<file path="config.mk">
export PLATFORM = sky130hd
export DESIGN_NAME = pid_with_settle_detect_flat
export DESIGN_NICKNAME = d
export VERILOG_FILES = /design/src/pwsd_pkg.sv /design/src/pwsd_in_if.sv /design/src/pwsd_out_if.sv /design/src/pid_with_settle_detect.sv /design/src/pwsd_mul.sv /design/src/pwsd_ctrl.sv /design/src/flat_wrapper.sv
export SDC_FILE = /design/constraint.sdc
export NUM_CORES = 2
export LEC_CHECK = 0
export ABC_AREA = 0
export BUFFER_PORTS_ARGS = -buffer_cell sky130_fd_sc_hd__buf_2
export CORE_MARGIN = 1
export CORE_UTILIZATION = 40
export DETAILED_ROUTE_END_ITERATION = 8
export PLACE_DENSITY = 0.6
export SYNTH_ARGS = -nofsm -noshare
export SYNTH_HDL_FRONTEND = slang
export SYNTH_SLANG_ARGS = --single-unit
</file>
<file path="constraint.sdc">
create_clock -name clk -period 23 [get_ports clk]
set_input_delay 4.6 -clock clk [delete_from_list [all_inputs] [get_ports clk]]
set_output_delay 4.6 -clock clk [all_outputs]
set_load 0.03 [all_outputs]
</file>
<file path="src/pwsd_pkg.sv">
// package: types, constants and helpers of the pid controller with settle detection
`timescale 1ns / 1ps
`default_nettype none
package pwsd_pkg;

  localparam int TICK_MS      = 10;
  localparam int SETTLE_MS    = 200;
  localparam int TIMEOUT_MS   = 5000;
  localparam int OUT_SCALE_Q8 = 256;

  localparam int ERR_W   = 16;
  localparam int GAIN_W  = 16;
  localparam int CFG_W   = 31;
  localparam int IDX_W   = 3;
  localparam int ACC_W   = 24;
  localparam int TMR_W   = 17;
  localparam int SUM_W   = 42;
  localparam int DRIVE_W = 32;
  localparam int MA_W    = 17;
  localparam int MB_W    = 32;
  localparam int MP_W    = MA_W + MB_W;

  localparam logic [TMR_W-1:0] TIMER_MAX = '1;

  localparam logic [IDX_W-1:0] REG_GAIN_P     = 3'd0;
  localparam logic [IDX_W-1:0] REG_GAIN_I     = 3'd1;
  localparam logic [IDX_W-1:0] REG_GAIN_D     = 3'd2;
  localparam logic [IDX_W-1:0] REG_DRIVE_LIM  = 3'd3;
  localparam logic [IDX_W-1:0] REG_INT_ZONE   = 3'd4;
  localparam logic [IDX_W-1:0] REG_INT_LIM    = 3'd5;
  localparam logic [IDX_W-1:0] REG_ERR_TOL    = 3'd6;
  localparam logic [IDX_W-1:0] REG_DERIV_TOL  = 3'd7;

  typedef enum logic [3:0] {
    ST_IDLE,
    ST_PREP,
    ST_DTERM,
    ST_SIGN,
    ST_ITERM,
    ST_ADDI,
    ST_CLAMP,
    ST_SCALE,
    ST_DONE
  } state_t;

  typedef enum logic [1:0] {
    MSEL_P,
    MSEL_D,
    MSEL_I,
    MSEL_S
  } msel_t;

  typedef struct packed {
    msel_t msel;
    logic  prep;
    logic  dterm;
    logic  sign;
    logic  iterm;
    logic  addi;
    logic  clamp;
    logic  finish;
  } ctrl_t;

  function automatic logic [TMR_W-1:0] tmr_add(input logic [TMR_W-1:0] t);
    logic [TMR_W:0] n;
    n = {1'b0, t} + (TMR_W+1)'(TICK_MS);
    return (n > {1'b0, TIMER_MAX}) ? TIMER_MAX : n[TMR_W-1:0];
  endfunction

endpackage
`default_nettype wire

</file>
<file path="src/pwsd_in_if.sv">
// interface: request channel carrying one error sample
`timescale 1ns / 1ps
`default_nettype none
interface pwsd_in_if;
  logic              valid;
  logic              ready;
  logic signed [15:0] error_sample;
  logic              restart;

  modport source (output valid, output error_sample, output restart, input ready);
  modport sink (input valid, input error_sample, input restart, output ready);
endinterface
`default_nettype wire

</file>
<file path="src/pwsd_out_if.sv">
// interface: result channel carrying drive and arrived flag
`timescale 1ns / 1ps
`default_nettype none
interface pwsd_out_if;
  logic              valid;
  logic              ready;
  logic signed [31:0] drive;
  logic              arrived;

  modport source (output valid, output drive, output arrived, input ready);
  modport sink (input valid, input drive, input arrived, output ready);
endinterface
`default_nettype wire

</file>
<file path="src/pid_with_settle_detect.sv">
// top level: pid controller with integral zone, clamps and settle detection
//
//   channel  role    fields                       handshake
//   in_if    sink    error_sample, restart        valid / ready
//   out_if   source  drive, arrived               valid / ready
//   cfg_*    write   cfg_index, cfg_wdata         cfg_we, no wait
//
// each request passes the sequencer steps prep, dterm, sign, iterm, addi, clamp,
// scale and done, set by the single shared multiplier used for p, d, i and output scaling;
// the sequencer is through with one request before it takes the next
// in_if.ready is high only while idle; a result waits in the output register
// and a new request may be taken while it waits; a stalled output holds
// the sequencer in its last step
// reset is synchronous and clears the controller state, the configuration
// registers and the pending result
`timescale 1ns / 1ps
`default_nettype none
module pid_with_settle_detect (
  input  wire logic                           clk,
  input  wire logic                           rst_n,
  pwsd_in_if.sink                             in_if,
  pwsd_out_if.source                          out_if,
  input  wire logic                           cfg_we,
  input  wire logic [pwsd_pkg::IDX_W-1:0]     cfg_index,
  input  wire logic [pwsd_pkg::CFG_W-1:0]     cfg_wdata
);
  import pwsd_pkg::*;

  // configuration
  logic signed [GAIN_W-1:0] gain_p_r, gain_i_r, gain_d_r;
  logic [30:0] drive_lim_r;
  logic [14:0] int_zone_r;
  logic [22:0] int_lim_r;
  logic [14:0] err_tol_r;
  logic [30:0] deriv_tol_r;

  // controller state
  logic signed [ERR_W-1:0] last_r, last_nxt;
  logic                    first_r, first_nxt;
  logic signed [ACC_W-1:0] acc_r, acc_nxt;
  logic [TMR_W-1:0]        settle_r, settle_nxt;
  logic [TMR_W-1:0]        timeout_r, timeout_nxt;
  logic                    arr_r, arr_nxt;

  // working registers
  logic signed [ERR_W-1:0] e_r;
  logic                    restart_r;
  logic signed [ERR_W:0]   diff_r, diff_nxt;
  logic signed [SUM_W-1:0] sum_r, sum_nxt;
  logic                    d_ok_r, d_ok_nxt;

  logic                    out_valid_r, out_valid_nxt;
  logic signed [DRIVE_W-1:0] out_drive_r;
  logic                    out_arrived_r;

  ctrl_t ctrl;
  logic  idle;
  logic  in_acc;
  logic  out_free;

  logic signed [MA_W-1:0] mul_a;
  logic signed [MB_W-1:0] mul_b;
  logic signed [MP_W-1:0] prod_r;

  logic [ERR_W:0]          e_mag;
  logic                    on_tgt;
  logic signed [SUM_W-1:0] prod_s;

  assign in_acc   = in_if.valid && idle;
  assign out_free = !out_valid_r || out_if.ready;

  assign in_if.ready    = idle;
  assign out_if.valid   = out_valid_r;
  assign out_if.drive   = out_drive_r;
  assign out_if.arrived = out_arrived_r;

  pwsd_ctrl u_ctrl (
    .clk      (clk),
    .rst_n    (rst_n),
    .start    (in_acc),
    .out_free (out_free),
    .ctrl     (ctrl),
    .idle     (idle)
  );

  always_comb begin
    mul_a = MA_W'(gain_p_r);
    mul_b = MB_W'(e_r);
    case (ctrl.msel)
      MSEL_P: begin
        mul_a = MA_W'(gain_p_r);
        mul_b = MB_W'(e_r);
      end
      MSEL_D: begin
        mul_a = MA_W'(gain_d_r);
        mul_b = MB_W'(diff_r);
      end
      MSEL_I: begin
        mul_a = MA_W'(gain_i_r);
        mul_b = MB_W'(acc_r);
      end
      MSEL_S: begin
        mul_a = MA_W'(OUT_SCALE_Q8);
        mul_b = sum_r[MB_W-1:0];
      end
      default: begin
        mul_a = '0;
        mul_b = '0;
      end
    endcase
  end

  pwsd_mul u_mul (
    .clk    (clk),
    .a      (mul_a),
    .b      (mul_b),
    .prod_r (prod_r)
  );

  assign e_mag  = e_r[ERR_W-1] ? (ERR_W+1)'(-$signed({e_r[ERR_W-1], e_r}))
                               : {1'b0, e_r};
  assign on_tgt = e_mag <= {2'b0, err_tol_r};
  assign prod_s = prod_r[SUM_W-1:0];

  always_comb begin
    logic signed [ACC_W:0]   s;
    logic signed [ACC_W:0]   lim;
    logic signed [33:0]      dv;
    logic [33:0]             dmag;
    logic                    first_eff;
    logic                    acc_neg, acc_zero, e_zero;
    logic signed [SUM_W-1:0] dlim;
    logic [TMR_W-1:0]        st;
    logic [TMR_W-1:0]        tt;
    logic                    ar;

    last_nxt    = last_r;
    first_nxt   = first_r;
    acc_nxt     = acc_r;
    settle_nxt  = settle_r;
    timeout_nxt = timeout_r;
    arr_nxt     = arr_r;
    diff_nxt    = diff_r;
    sum_nxt     = sum_r;
    d_ok_nxt    = d_ok_r;

    first_eff = restart_r || first_r;
    s   = $signed({acc_r[ACC_W-1], acc_r}) + (ACC_W+1)'(e_r);
    lim = $signed({2'b0, int_lim_r});
    dv   = prod_r[33:0];
    dmag = dv[33] ? 34'(-dv) : dv;
    acc_neg  = acc_r[ACC_W-1];
    acc_zero = (acc_r == '0);
    e_zero   = (e_r == '0);
    dlim = $signed({11'b0, drive_lim_r});
    st = settle_r;
    tt = timeout_r;
    ar = arr_r;

    if (ctrl.prep) begin
      last_nxt  = e_r;
      first_nxt = 1'b0;
      diff_nxt  = first_eff ? '0
                            : $signed({e_r[ERR_W-1], e_r}) - $signed({last_r[ERR_W-1], last_r});
      if (first_eff) begin
        acc_nxt    = '0;
        settle_nxt = '0;
      end
      if (restart_r) begin
        timeout_nxt = '0;
        arr_nxt     = 1'b0;
      end
    end

    if (ctrl.dterm) begin
      sum_nxt = prod_s;
      if (e_mag > {2'b0, int_zone_r}) begin
        acc_nxt = '0;
      end else if (s > lim) begin
        acc_nxt = lim[ACC_W-1:0];
      end else if (s < -lim) begin
        acc_nxt = ACC_W'(-lim);
      end else begin
        acc_nxt = s[ACC_W-1:0];
      end
    end

    if (ctrl.sign) begin
      sum_nxt  = sum_r + prod_s;
      d_ok_nxt = dmag <= {3'b0, deriv_tol_r};
      if ((acc_neg != e_r[ERR_W-1]) || (acc_zero != e_zero) || on_tgt) begin
        acc_nxt = '0;
      end
    end

    if (ctrl.iterm) begin
      if (on_tgt && d_ok_r) begin
        if (st >= TMR_W'(SETTLE_MS)) begin
          ar = 1'b1;
          st = '0;
        end else begin
          ar = 1'b0;
        end
        st = tmr_add(st);
      end
      if (tt >= TMR_W'(TIMEOUT_MS)) begin
        tt = '0;
        ar = 1'b1;
      end
      tt = tmr_add(tt);
      settle_nxt  = st;
      timeout_nxt = tt;
      arr_nxt     = ar;
    end

    if (ctrl.addi) begin
      sum_nxt = sum_r + prod_s;
    end

    if (ctrl.clamp) begin
      if (sum_r > dlim) begin
        sum_nxt = dlim;
      end else if (sum_r < -dlim) begin
        sum_nxt = -dlim;
      end
    end
  end

  always_comb begin
    out_valid_nxt = out_valid_r;
    if (ctrl.finish) begin
      out_valid_nxt = 1'b1;
    end else if (out_if.ready) begin
      out_valid_nxt = 1'b0;
    end
  end

  always_ff @(posedge clk) begin
    if (!rst_n) begin
      gain_p_r    <= '0;
      gain_i_r    <= '0;
      gain_d_r    <= '0;
      drive_lim_r <= '0;
      int_zone_r  <= '0;
      int_lim_r   <= '0;
      err_tol_r   <= '0;
      deriv_tol_r <= '0;
    end else if (cfg_we) begin
      case (cfg_index)
        REG_GAIN_P:    gain_p_r    <= cfg_wdata[GAIN_W-1:0];
        REG_GAIN_I:    gain_i_r    <= cfg_wdata[GAIN_W-1:0];
        REG_GAIN_D:    gain_d_r    <= cfg_wdata[GAIN_W-1:0];
        REG_DRIVE_LIM: drive_lim_r <= cfg_wdata[30:0];
        REG_INT_ZONE:  int_zone_r  <= cfg_wdata[14:0];
        REG_INT_LIM:   int_lim_r   <= cfg_wdata[22:0];
        REG_ERR_TOL:   err_tol_r   <= cfg_wdata[14:0];
        REG_DERIV_TOL: deriv_tol_r <= cfg_wdata[30:0];
        default:       gain_p_r    <= gain_p_r;
      endcase
    end
  end

  always_ff @(posedge clk) begin
    if (!rst_n) begin
      last_r      <= '0;
      first_r     <= 1'b1;
      acc_r       <= '0;
      settle_r    <= '0;
      timeout_r   <= '0;
      arr_r       <= 1'b0;
      out_valid_r <= 1'b0;
    end else begin
      last_r      <= last_nxt;
      first_r     <= first_nxt;
      acc_r       <= acc_nxt;
      settle_r    <= settle_nxt;
      timeout_r   <= timeout_nxt;
      arr_r       <= arr_nxt;
      out_valid_r <= out_valid_nxt;
    end
  end

  always_ff @(posedge clk) begin
    if (in_acc) begin
      e_r       <= in_if.error_sample;
      restart_r <= in_if.restart;
    end
    diff_r <= diff_nxt;
    sum_r  <= sum_nxt;
    d_ok_r <= d_ok_nxt;
    if (ctrl.finish) begin
      // floor of scaled sum over 256
      out_drive_r   <= prod_r[DRIVE_W+7:8];
      out_arrived_r <= arr_r;
    end
  end

endmodule
`default_nettype wire

</file>
<file path="src/pwsd_mul.sv">
// shared signed multiplier with registered product
`timescale 1ns / 1ps
`default_nettype none
module pwsd_mul (
  input  wire logic                           clk,
  input  wire logic signed [pwsd_pkg::MA_W-1:0] a,
  input  wire logic signed [pwsd_pkg::MB_W-1:0] b,
  output logic signed [pwsd_pkg::MP_W-1:0]      prod_r
);
  import pwsd_pkg::*;

  logic signed [MP_W-1:0] prod_nxt;

  assign prod_nxt = a * b;

  always_ff @(posedge clk) begin
    prod_r <= prod_nxt;
  end

endmodule
`default_nettype wire

</file>
<file path="src/pwsd_ctrl.sv">
// sequencer stepping one request through the shared multiplier
`timescale 1ns / 1ps
`default_nettype none
module pwsd_ctrl (
  input  wire logic            clk,
  input  wire logic            rst_n,
  input  wire logic            start,
  input  wire logic            out_free,
  output pwsd_pkg::ctrl_t      ctrl,
  output logic                 idle
);
  import pwsd_pkg::*;

  state_t state_r, state_nxt;

  always_ff @(posedge clk) begin
    if (!rst_n) begin
      state_r <= ST_IDLE;
    end else begin
      state_r <= state_nxt;
    end
  end

  always_comb begin
    state_nxt = state_r;
    case (state_r)
      ST_IDLE:  if (start) state_nxt = ST_PREP;
      ST_PREP:  state_nxt = ST_DTERM;
      ST_DTERM: state_nxt = ST_SIGN;
      ST_SIGN:  state_nxt = ST_ITERM;
      ST_ITERM: state_nxt = ST_ADDI;
      ST_ADDI:  state_nxt = ST_CLAMP;
      ST_CLAMP: state_nxt = ST_SCALE;
      ST_SCALE: state_nxt = ST_DONE;
      ST_DONE:  if (out_free) state_nxt = ST_IDLE;
      default:  state_nxt = ST_IDLE;
    endcase
  end

  always_comb begin
    ctrl = '0;
    ctrl.msel = MSEL_P;
    idle = 1'b0;
    case (state_r)
      ST_IDLE: begin
        idle = 1'b1;
      end
      ST_PREP: begin
        ctrl.prep = 1'b1;
        ctrl.msel = MSEL_P;
      end
      ST_DTERM: begin
        ctrl.dterm = 1'b1;
        ctrl.msel  = MSEL_D;
      end
      ST_SIGN: begin
        ctrl.sign = 1'b1;
        ctrl.msel = MSEL_I;
      end
      ST_ITERM: begin
        ctrl.iterm = 1'b1;
        ctrl.msel  = MSEL_I;
      end
      ST_ADDI: begin
        ctrl.addi = 1'b1;
      end
      ST_CLAMP: begin
        ctrl.clamp = 1'b1;
      end
      ST_SCALE: begin
        ctrl.msel = MSEL_S;
      end
      ST_DONE: begin
        ctrl.msel   = MSEL_S;
        ctrl.finish = out_free;
      end
      default: begin
        idle = 1'b0;
      end
    endcase
  end

endmodule
`default_nettype wire

</file>
<file path="src/flat_wrapper.sv">
// flat-port wrapper written by rule: the top's interface ports become plain ports
module pid_with_settle_detect_flat import pwsd_pkg::*;
  (clk, rst_n, cfg_we, cfg_index, cfg_wdata, in_if_valid, in_if_error_sample, in_if_restart, in_if_ready, out_if_valid, out_if_drive, out_if_arrived, out_if_ready);
  pwsd_in_if in_if_i ();
  pwsd_out_if out_if_i ();
  input  wire logic clk;
  input  wire logic rst_n;
  input  wire logic cfg_we;
  input  wire logic [pwsd_pkg::IDX_W-1:0] cfg_index;
  input  wire logic [pwsd_pkg::CFG_W-1:0] cfg_wdata;
  input wire logic [$bits(in_if_i.valid)-1:0] in_if_valid;
  input wire logic [$bits(in_if_i.error_sample)-1:0] in_if_error_sample;
  input wire logic [$bits(in_if_i.restart)-1:0] in_if_restart;
  output wire logic [$bits(in_if_i.ready)-1:0] in_if_ready;
  output wire logic [$bits(out_if_i.valid)-1:0] out_if_valid;
  output wire logic [$bits(out_if_i.drive)-1:0] out_if_drive;
  output wire logic [$bits(out_if_i.arrived)-1:0] out_if_arrived;
  input wire logic [$bits(out_if_i.ready)-1:0] out_if_ready;
  assign in_if_i.valid = in_if_valid;
  assign in_if_i.error_sample = in_if_error_sample;
  assign in_if_i.restart = in_if_restart;
  assign in_if_ready = in_if_i.ready;
  assign out_if_valid = out_if_i.valid;
  assign out_if_drive = out_if_i.drive;
  assign out_if_arrived = out_if_i.arrived;
  assign out_if_i.ready = out_if_ready;
  pid_with_settle_detect u_core (.clk(clk), .rst_n(rst_n), .in_if(in_if_i), .out_if(out_if_i), .cfg_we(cfg_we), .cfg_index(cfg_index), .cfg_wdata(cfg_wdata));
endmodule
</file>
# Yosys cells after proc, flatten, opt, wreduce, memory -nomap -nowiden
# Cells that the tools add are included.
[totals] output_inout_bits=35 latchBits=0 input_bits=56 mem_bits_ro=0 register_bits=396 ramBits=0 mem_count=0
[classes] bitwise_logic=0 reduce_logical=30 n_mul=1 eq_ne=24 n_mux=52 add_sub_neg=9 n_lt_le_gt_ge=11 shifts=0 div_mod_pow=0
[ops] operator="two-way mux 17 bit" count=15
[ops] operator="two-way mux 42 bit" count=6
[ops] operator="two-way mux 24 bit" count=8
[ops] operator="one-hot mux 32 bit (4 select lines)" count=1
[ops] operator="one-hot mux 17 bit (4 select lines)" count=1
[ops] operator="adder 42 bit" count=1
[ops] operator="greater-than comparator 42 x 32 -> 1 bit" count=1
[ops] operator="less-than comparator 42 bit" count=1
[ops] operator="multiplier 17 x 32 -> 42 bit" count=1
[ops] operator="negation 31 -> 42 bit" count=1
[ops] operator="adder 17 x 4 -> 18 bit (second input constant)" count=2
[ops] operator="greater-than comparator 18 x 17 -> 1 bit (second input constant)" count=2
[ops] operator="one-hot mux 4 bit (9 select lines)" count=1
[ops] operator="less-or-equal comparator 34 x 31 -> 1 bit" count=1
[ops] operator="two-way mux 34 bit" count=1
[ops] operator="negation 34 bit" count=1
[ops] operator="adder 24 x 16 -> 25 bit" count=1
[ops] operator="greater-than comparator 25 x 24 -> 1 bit" count=1
[ops] operator="less-than comparator 25 bit" count=1
[ops] operator="negation 23 -> 25 bit" count=1
[ops] operator="logical NOT 24 bit" count=1
[ops] operator="AND reduction 2 bit" count=10
[ops] operator=">= comparator 17 x 13 -> 1 bit (second input constant)" count=1
[ops] operator=">= comparator 17 x 8 -> 1 bit (second input constant)" count=1
[ops] operator="other kinds (30)" count=66

# Logic depth before layout (Yosys ltp)
[depth] ltp_word=11 ltp_mapped=34 ltp_nobuf=31

# Hierarchy
# Synthesis repeated with hierarchy kept, for this count alone.
[unflattened] hier_cells=5298 area_unflattened_um2=45578.7
[by_module_without_submodules] module="pid_with_settle_detect" seq_area_each_um2=7647.3 area_each_um2=25406.9 n_inst=1 cells_per_inst=3073
[by_module_without_submodules] module="pwsd_mul" seq_area_each_um2=980.9 area_each_um2=19874.1 n_inst=1 cells_per_inst=2187
[by_module_without_submodules] module="pwsd_ctrl" seq_area_each_um2=80.1 area_each_um2=297.8 n_inst=1 cells_per_inst=38

# Worst setup path before layout
# OpenSTA, ideal clock, no wires.
[synth_path] kind="reg-to-reg" startpoint="register u_core.u_ctrl.state_r[0]" endpoint="register u_core.u_mul.prod_r[36] (netlist name)" setup_slack_ps=15050 t_arrival_ps=7878 setup_ps=72 path_stages_with_launch=30 t_required_ps=22928 cell_sequence="dfxtp_1 > buf_2 > nor2_1 > nand3b_1 > o21ai_1 > nand2b_1 > buf_2 > buf_1 > a21oi_1 > mux2i_1 > nor2_1 > fa_1 > fa_1 > fa_1 > fa_1 > fa_1 > inv_1 > fa_1 > inv_1 > ha_1 > and3_1 > a221o_1 > a211oi_1 > nor2_1 > a211oi_1 > a211oi_2 > a31oi_1 > o41ai_1 > a21oi_1 > xnor2_1"
[synth_via] elab_chain_len=6
[synth_rtl] item="from (decl)" line_no="pwsd_ctrl.sv:14" text="state_t state_r, state_nxt;"
[synth_rtl] item="from (signal assigned)" line_no="pwsd_ctrl.sv:20" text="state_r <= state_nxt;"
[synth_rtl] item="equality test 4 bit, or another cell as far along" line_no="pwsd_ctrl.sv:44" text="case (state_r)"
[synth_rtl] item="OR reduction 2 bit (no source line)"
[synth_rtl] item="one-hot mux 2 bit (3 select lines) *" line_no="pwsd_ctrl.sv:44"
[synth_rtl] item="equality test 2 bit, or another cell as far along" line_no="pid_with_settle_detect.sv:89" text="case (ctrl.msel)"
[synth_rtl] item="one-hot mux 17 bit (4 select lines) or one-hot mux 32 bit (4 select lines) (tied branches)" line_no="pid_with_settle_detect.sv:89"
[synth_rtl] item="multiplier 17 x 32 -> 42 bit *" line_no="pwsd_mul.sv:14" text="assign prod_nxt = a * b;"
[synth_rtl] item="net u_core.u_mul.prod_nxt[36]" line_no="pwsd_mul.sv:12" text="logic signed [MP_W-1:0] prod_nxt;"
[synth_rtl] item="to (signal assigned)" line_no="pwsd_mul.sv:17" text="prod_r <= prod_nxt;"
[synth_rtl] item="to (decl)" line_no="pwsd_mul.sv:8" text="output logic signed [pwsd_pkg::MP_W-1:0] prod_r"
# The timed path passes the listed nets; every way through them passes the cells marked *.
# A chain may end at the register's enable or synchronous reset.

# Worst setup path in the final report
# Same ends and word-level chain as after synthesis.

==> flow_results.xml <==
<?xml version="1.0" encoding="UTF-8"?>
<metrics>
  <group name="status">
    <metric name="outcome" unit="">completed</metric>
  </group>
  <group name="final_layout">
    <metric name="flow.area_growth_from_synthesis" unit="%">7.89</metric>
    <metric name="fin_util" unit="">0.438</metric>
    <metric name="finish.instance_area" unit="um^2">46400</metric>
    <metric name="drive_above_1_share" unit="">0.0579</metric>
    <metric name="final_nets" unit="">6067</metric>
    <metric name="multiInputGateArea" unit="um^2">30900</metric>
    <metric name="area.sequential" unit="um^2">8570</metric>
    <metric name="final_cells" unit="">6606</metric>
    <metric name="num-fill-cells" unit="">10600</metric>
  </group>
  <group name="synth">
    <metric name="synth_commonest_cells" unit="">sky130_fd_sc_hd__nand2_1, sky130_fd_sc_hd__inv_1, sky130_fd_sc_hd__fa_1, sky130_fd_sc_hd__nor2_1, sky130_fd_sc_hd__ha_1</metric>
    <metric name="yosysUniqueCellTypes" unit="">97</metric>
    <metric name="post-synth-top-area-fraction" unit="">0.214</metric>
    <metric name="synth-seq-cells" unit="">394</metric>
    <metric name="post_synthesis_sequential_area_ratio" unit="">0.199</metric>
    <metric name="postSynth.asyncResetShare" unit="">0</metric>
    <metric name="synthTopCellsByArea" unit="">sky130_fd_sc_hd__fa_1, sky130_fd_sc_hd__dfxtp_1, sky130_fd_sc_hd__ha_1</metric>
    <metric name="yosys_warnings" unit="">0</metric>
    <metric name="synth_enable_flop_cells" unit="">68</metric>
    <metric name="syn_inst" unit="">5216</metric>
    <metric name="synth_nets" unit="">6106</metric>
    <metric name="netlist_area_before_placement" unit="um^2">43000</metric>
    <metric name="synthesis.area_per_instance" unit="um^2">8.25</metric>
    <metric name="yosys.cell_count.top_type" unit="">sky130_fd_sc_hd__nand2_1</metric>
    <metric name="top_ff_cell_synth" unit="">sky130_fd_sc_hd__dfxtp_1</metric>
    <metric name="synth_top_cell_by_area" unit="">sky130_fd_sc_hd__fa_1</metric>
  </group>
  <group name="cts">
    <metric name="tritoncts" unit="">done</metric>
    <metric name="max-clock-path-buffers" unit="">3</metric>
    <metric name="cts_resized" unit="">0</metric>
    <metric name="clk_pin_slew_worst_paths" unit="ns">0.06</metric>
    <metric name="cts_sinks" unit="">394</metric>
    <metric name="cts_root_buffer" unit="">sky130_fd_sc_hd__clkbuf_16</metric>
    <metric name="h_tree_levels" unit="">2</metric>
    <metric name="worst_skew_pair_latency" unit="ns">0.63</metric>
    <metric name="post_cts.repair.setup_buffers" unit="">0</metric>
    <metric name="post_cts_hold_buffer_count" unit="">0</metric>
    <metric name="numCtsBuffers" unit="">49</metric>
  </group>
  <group name="global_routing">
    <metric name="grt_first_pass_wirelength" unit="um">211000</metric>
    <metric name="global_route.usage.total" unit="">0.255</metric>
    <metric name="first_global_vias" unit="">35600</metric>
    <metric name="grt_antenna_before_repair" unit="">6</metric>
    <metric name="grt.overflow.total" unit="">0</metric>
    <metric name="grt_max_degree" unit="">106</metric>
  </group>
  <group name="setup_path">
    <metric name="ff2ff_path_depth" unit="">30</metric>
    <metric name="required" unit="ns">23.51</metric>
    <metric name="critical_path.reg2reg.startpoint" unit="">u_core.u_ctrl.state_r[0]</metric>
    <metric name="end_kind" unit="">flop</metric>
    <metric name="path_common_cell" unit="">sky130_fd_sc_hd__fa_1</metric>
    <metric name="worst-endpoint-arrival" unit="ns">10.19</metric>
    <metric name="r2r_slack" unit="ns">13.32</metric>
    <metric name="cp_max_fo" unit="">35</metric>
    <metric name="timing.critical_path.buf_inv" unit="">6</metric>
    <metric name="critPathLaunchType" unit="">flop</metric>
    <metric name="slowest_stage_cell_cp" unit="">sky130_fd_sc_hd__nor2_1</metric>
    <metric name="r2r_end" unit="">u_core.u_mul.prod_r[36]</metric>
    <metric name="critical_path.max_stage_delay" unit="ns">0.95</metric>
    <metric name="path_class" unit="">reg2reg</metric>
    <metric name="kind_of_cell_with_the_highest_combined_delay_on_the_critical_path" unit="">adder cells</metric>
  </group>
  <group name="sta">
    <metric name="timing_worst_slew_pin_value" unit="ns">1.48</metric>
    <metric name="timing.hold.ws" unit="ns">0.436</metric>
    <metric name="timing.final.hold_violations" unit="">0</metric>
    <metric name="layout_worst_path_cycle_share" unit="">0.421</metric>
    <metric name="setup-violations-final" unit="">0</metric>
    <metric name="post_layout_worst_setup_margin" unit="ns">13.32</metric>
    <metric name="finalMaxSlewViolations" unit="">0</metric>
    <metric name="max_freq" unit="MHz">103</metric>
    <metric name="rsz_0062_raised_after_global_routing" unit="">no</metric>
    <metric name="totalNegativeSetupSlack" unit="ns">0</metric>
    <metric name="timing.clock.skew" unit="ns">0.0233</metric>
    <metric name="final.min_clock_period" unit="ns">9.68</metric>
    <metric name="max_slew_margin" unit="">0.0149</metric>
  </group>
  <group name="place">
    <metric name="place.port_buffers" unit="">90</metric>
    <metric name="post_dp_cell_area" unit="um^2">44800</metric>
    <metric name="place.detailed.instances" unit="">6517</metric>
    <metric name="weighted_congestion_at_the_end_of_routability_driven_global_placement" unit="">0.964</metric>
    <metric name="preCtsSetupSlack" unit="ns">13.43</metric>
    <metric name="hpwl" unit="um">108000</metric>
  </group>
  <group name="power_and_ir_drop">
    <metric name="finalPower" unit="mW">3.78</metric>
    <metric name="pwr-share-clk" unit="">0.217</metric>
    <metric name="irDropWorstVdd" unit="V">0.0000652</metric>
    <metric name="seqPwrFrac" unit="">0.268</metric>
    <metric name="power_switching_share" unit="">0.461</metric>
    <metric name="switching_power_total" unit="mW">1.74</metric>
    <metric name="intPower" unit="mW">2.04</metric>
    <metric name="p_per_area" unit="nW/um^2">81.4</metric>
    <metric name="p_leak" unit="nW">20.9</metric>
    <metric name="combinational_power_share" unit="">0.515</metric>
  </group>
  <group name="die">
    <metric name="die-height" unit="um">330</metric>
    <metric name="die_width" unit="um">330</metric>
    <metric name="top_level_ports" unit="">91</metric>
    <metric name="floorplan.initialDensity" unit="">0.406</metric>
    <metric name="placement_rows" unit="">119</metric>
    <metric name="fp.coreArea" unit="um^2">106000</metric>
    <metric name="die_area" unit="um^2">109000</metric>
  </group>
  <group name="route">
    <metric name="initial_drt_markers" unit="">3084</metric>
    <metric name="remaining_drc_errors" unit="">0</metric>
    <metric name="detailed_route_wire_length" unit="um">138000</metric>
    <metric name="number_of_vias_after_detailed_routing" unit="">36300</metric>
    <metric name="avgRoutedWirePerCell" unit="um">20.8</metric>
    <metric name="postRouteAntennaNets" unit="">0</metric>
    <metric name="detail_route.first_pass.iterations" unit="">6</metric>
    <metric name="route.detailed.vias_per_inst" unit="">5.49</metric>
  </group>
  <group name="hold_path">
    <metric name="min_from" unit="">u_core.first_r</metric>
    <metric name="timing.hold.worst_path_depth" unit="">2</metric>
    <metric name="hold_path_end" unit="">u_core.first_r</metric>
    <metric name="min_path_type" unit="">reg2reg</metric>
  </group>
  <group name="job">
    <metric name="max_cap_viol_count" unit="">0</metric>
  </group>
</metrics>
power groups by stage:
stage	clock network, mW	registers (mW)	logic, mW
after floorplan	0	0.897	1.41
after global placement	0	1.02	1.89
after detailed placement	0	1.02	1.91
after CTS	0.834	1.00	1.93
after global routing	0.859	1.02	2.17
final	0.820	1.01	1.95
layout by cell type, fill, tap and decap left out, types with 33 or more instances in the layout:
master                      instances
sky130_fd_sc_hd__a21boi_0         198
sky130_fd_sc_hd__a21o_1           112
sky130_fd_sc_hd__and2_1            43
sky130_fd_sc_hd__nor2_1           381
sky130_fd_sc_hd__inv_1            700
sky130_fd_sc_hd__nand3_1           88
sky130_fd_sc_hd__xnor2_1          168
sky130_fd_sc_hd__a22oi_1           33
sky130_fd_sc_hd__buf_2             89
sky130_fd_sc_hd__o21a_1            49
sky130_fd_sc_hd__mux2i_1           34
sky130_fd_sc_hd__nor2b_1           55
sky130_fd_sc_hd__nand4_1           53
sky130_fd_sc_hd__edfxtp_1          68
sky130_fd_sc_hd__fa_1             460
sky130_fd_sc_hd__o21ai_0          130
sky130_fd_sc_hd__clkbuf_16         50
sky130_fd_sc_hd__a21oi_1          210
sky130_fd_sc_hd__xor2_1            38
sky130_fd_sc_hd__nor3_1            68
sky130_fd_sc_hd__nand2b_1          40
sky130_fd_sc_hd__dfxtp_1          326
sky130_fd_sc_hd__buf_4             61
sky130_fd_sc_hd__ha_1             374
sky130_fd_sc_hd__nand2_1          909
layer usage:
layer  part of all wire  vias up  track usage
li1                   -    17100            -
met1               0.43    17600        0.341
met2               0.44     1278        0.400
met3              0.087      270       0.0552
met4              0.042        2        0.100
met5           0.000094        -            0
registers in the layout, summed over array words and instances, names as in the netlist, 4 cells and up:
name and count:
u_core.acc_r 24, u_core.deriv_tol_r 31, u_core.diff_r 17, u_core.drive_lim_r 31, u_core.e_r 16, u_core.err_tol_r 15
u_core.gain_d_r 16, u_core.gain_i_r 16, u_core.gain_p_r 16, u_core.int_lim_r 23, u_core.int_zone_r 15, u_core.last_r 16
u_core.out_if.drive 32, u_core.settle_r 16, u_core.sum_r 42, u_core.timeout_r 16, u_core.u_ctrl.state_r 4, u_core.u_mul.prod_r 42
area by class of cell:
type | instances | area share
tap | 1391 | 0.0375
antenna | 1 | 0.0000539
clock buffer | 66 | 0.0300
sequential | 394 | 0.185
clock inverter | 22 | 0.00604
inverter | 703 | 0.0568
timing repair buffer | 150 | 0.0195
multi-input combinational | 3879 | 0.666
worst register-to-register path: cells and delay by family, from the launching register on:
kind	cells	cell delay (ns)
flip-flops	1	0.44
XOR/XNOR	1	0.13
adder cells (fa/ha/maj)	7	3.49
AO/OA/AOI/OAI	9	2.35
buffers and inverters	6	0.61
AND/OR/NAND/NOR	7	2.56
kinds of logic (layout without fill, tap and decap cells):
group / after synthesis / in the layout / synth area share
flip-flops: 394 / 394 / 0.199
AO/OA/AOI/OAI: 1010 / 1010 / 0.159
other: 0 / 1 / 0
buffers and inverters: 943 / 941 / 0.0842
multiplexers: 34 / 34 / 0.00791
XOR/XNOR: 207 / 207 / 0.0424
adder cells (fa/ha/maj): 834 / 834 / 0.323
AND/OR/NAND/NOR: 1794 / 1794 / 0.184
worst max path at each step:
stage,from,to,slack [ns],cells after the start
after CTS,u_core.u_ctrl.state_r[0],u_core.u_mul.prod_r[36],13.40,30
after floorplan,u_core.u_ctrl.state_r[0],u_core.u_mul.prod_r[36],15.05,29
after global placement,u_core.u_ctrl.state_r[0],u_core.u_mul.prod_r[36],13.61,30
after global routing,u_core.u_ctrl.state_r[0],u_core.u_mul.prod_r[36],12.69,30
after detailed placement,u_core.u_ctrl.state_r[0],u_core.u_mul.prod_r[36],13.43,30
final,u_core.u_ctrl.state_r[0],u_core.u_mul.prod_r[36],13.32,30
Note: power is estimated with default switching activity, not from simulation.
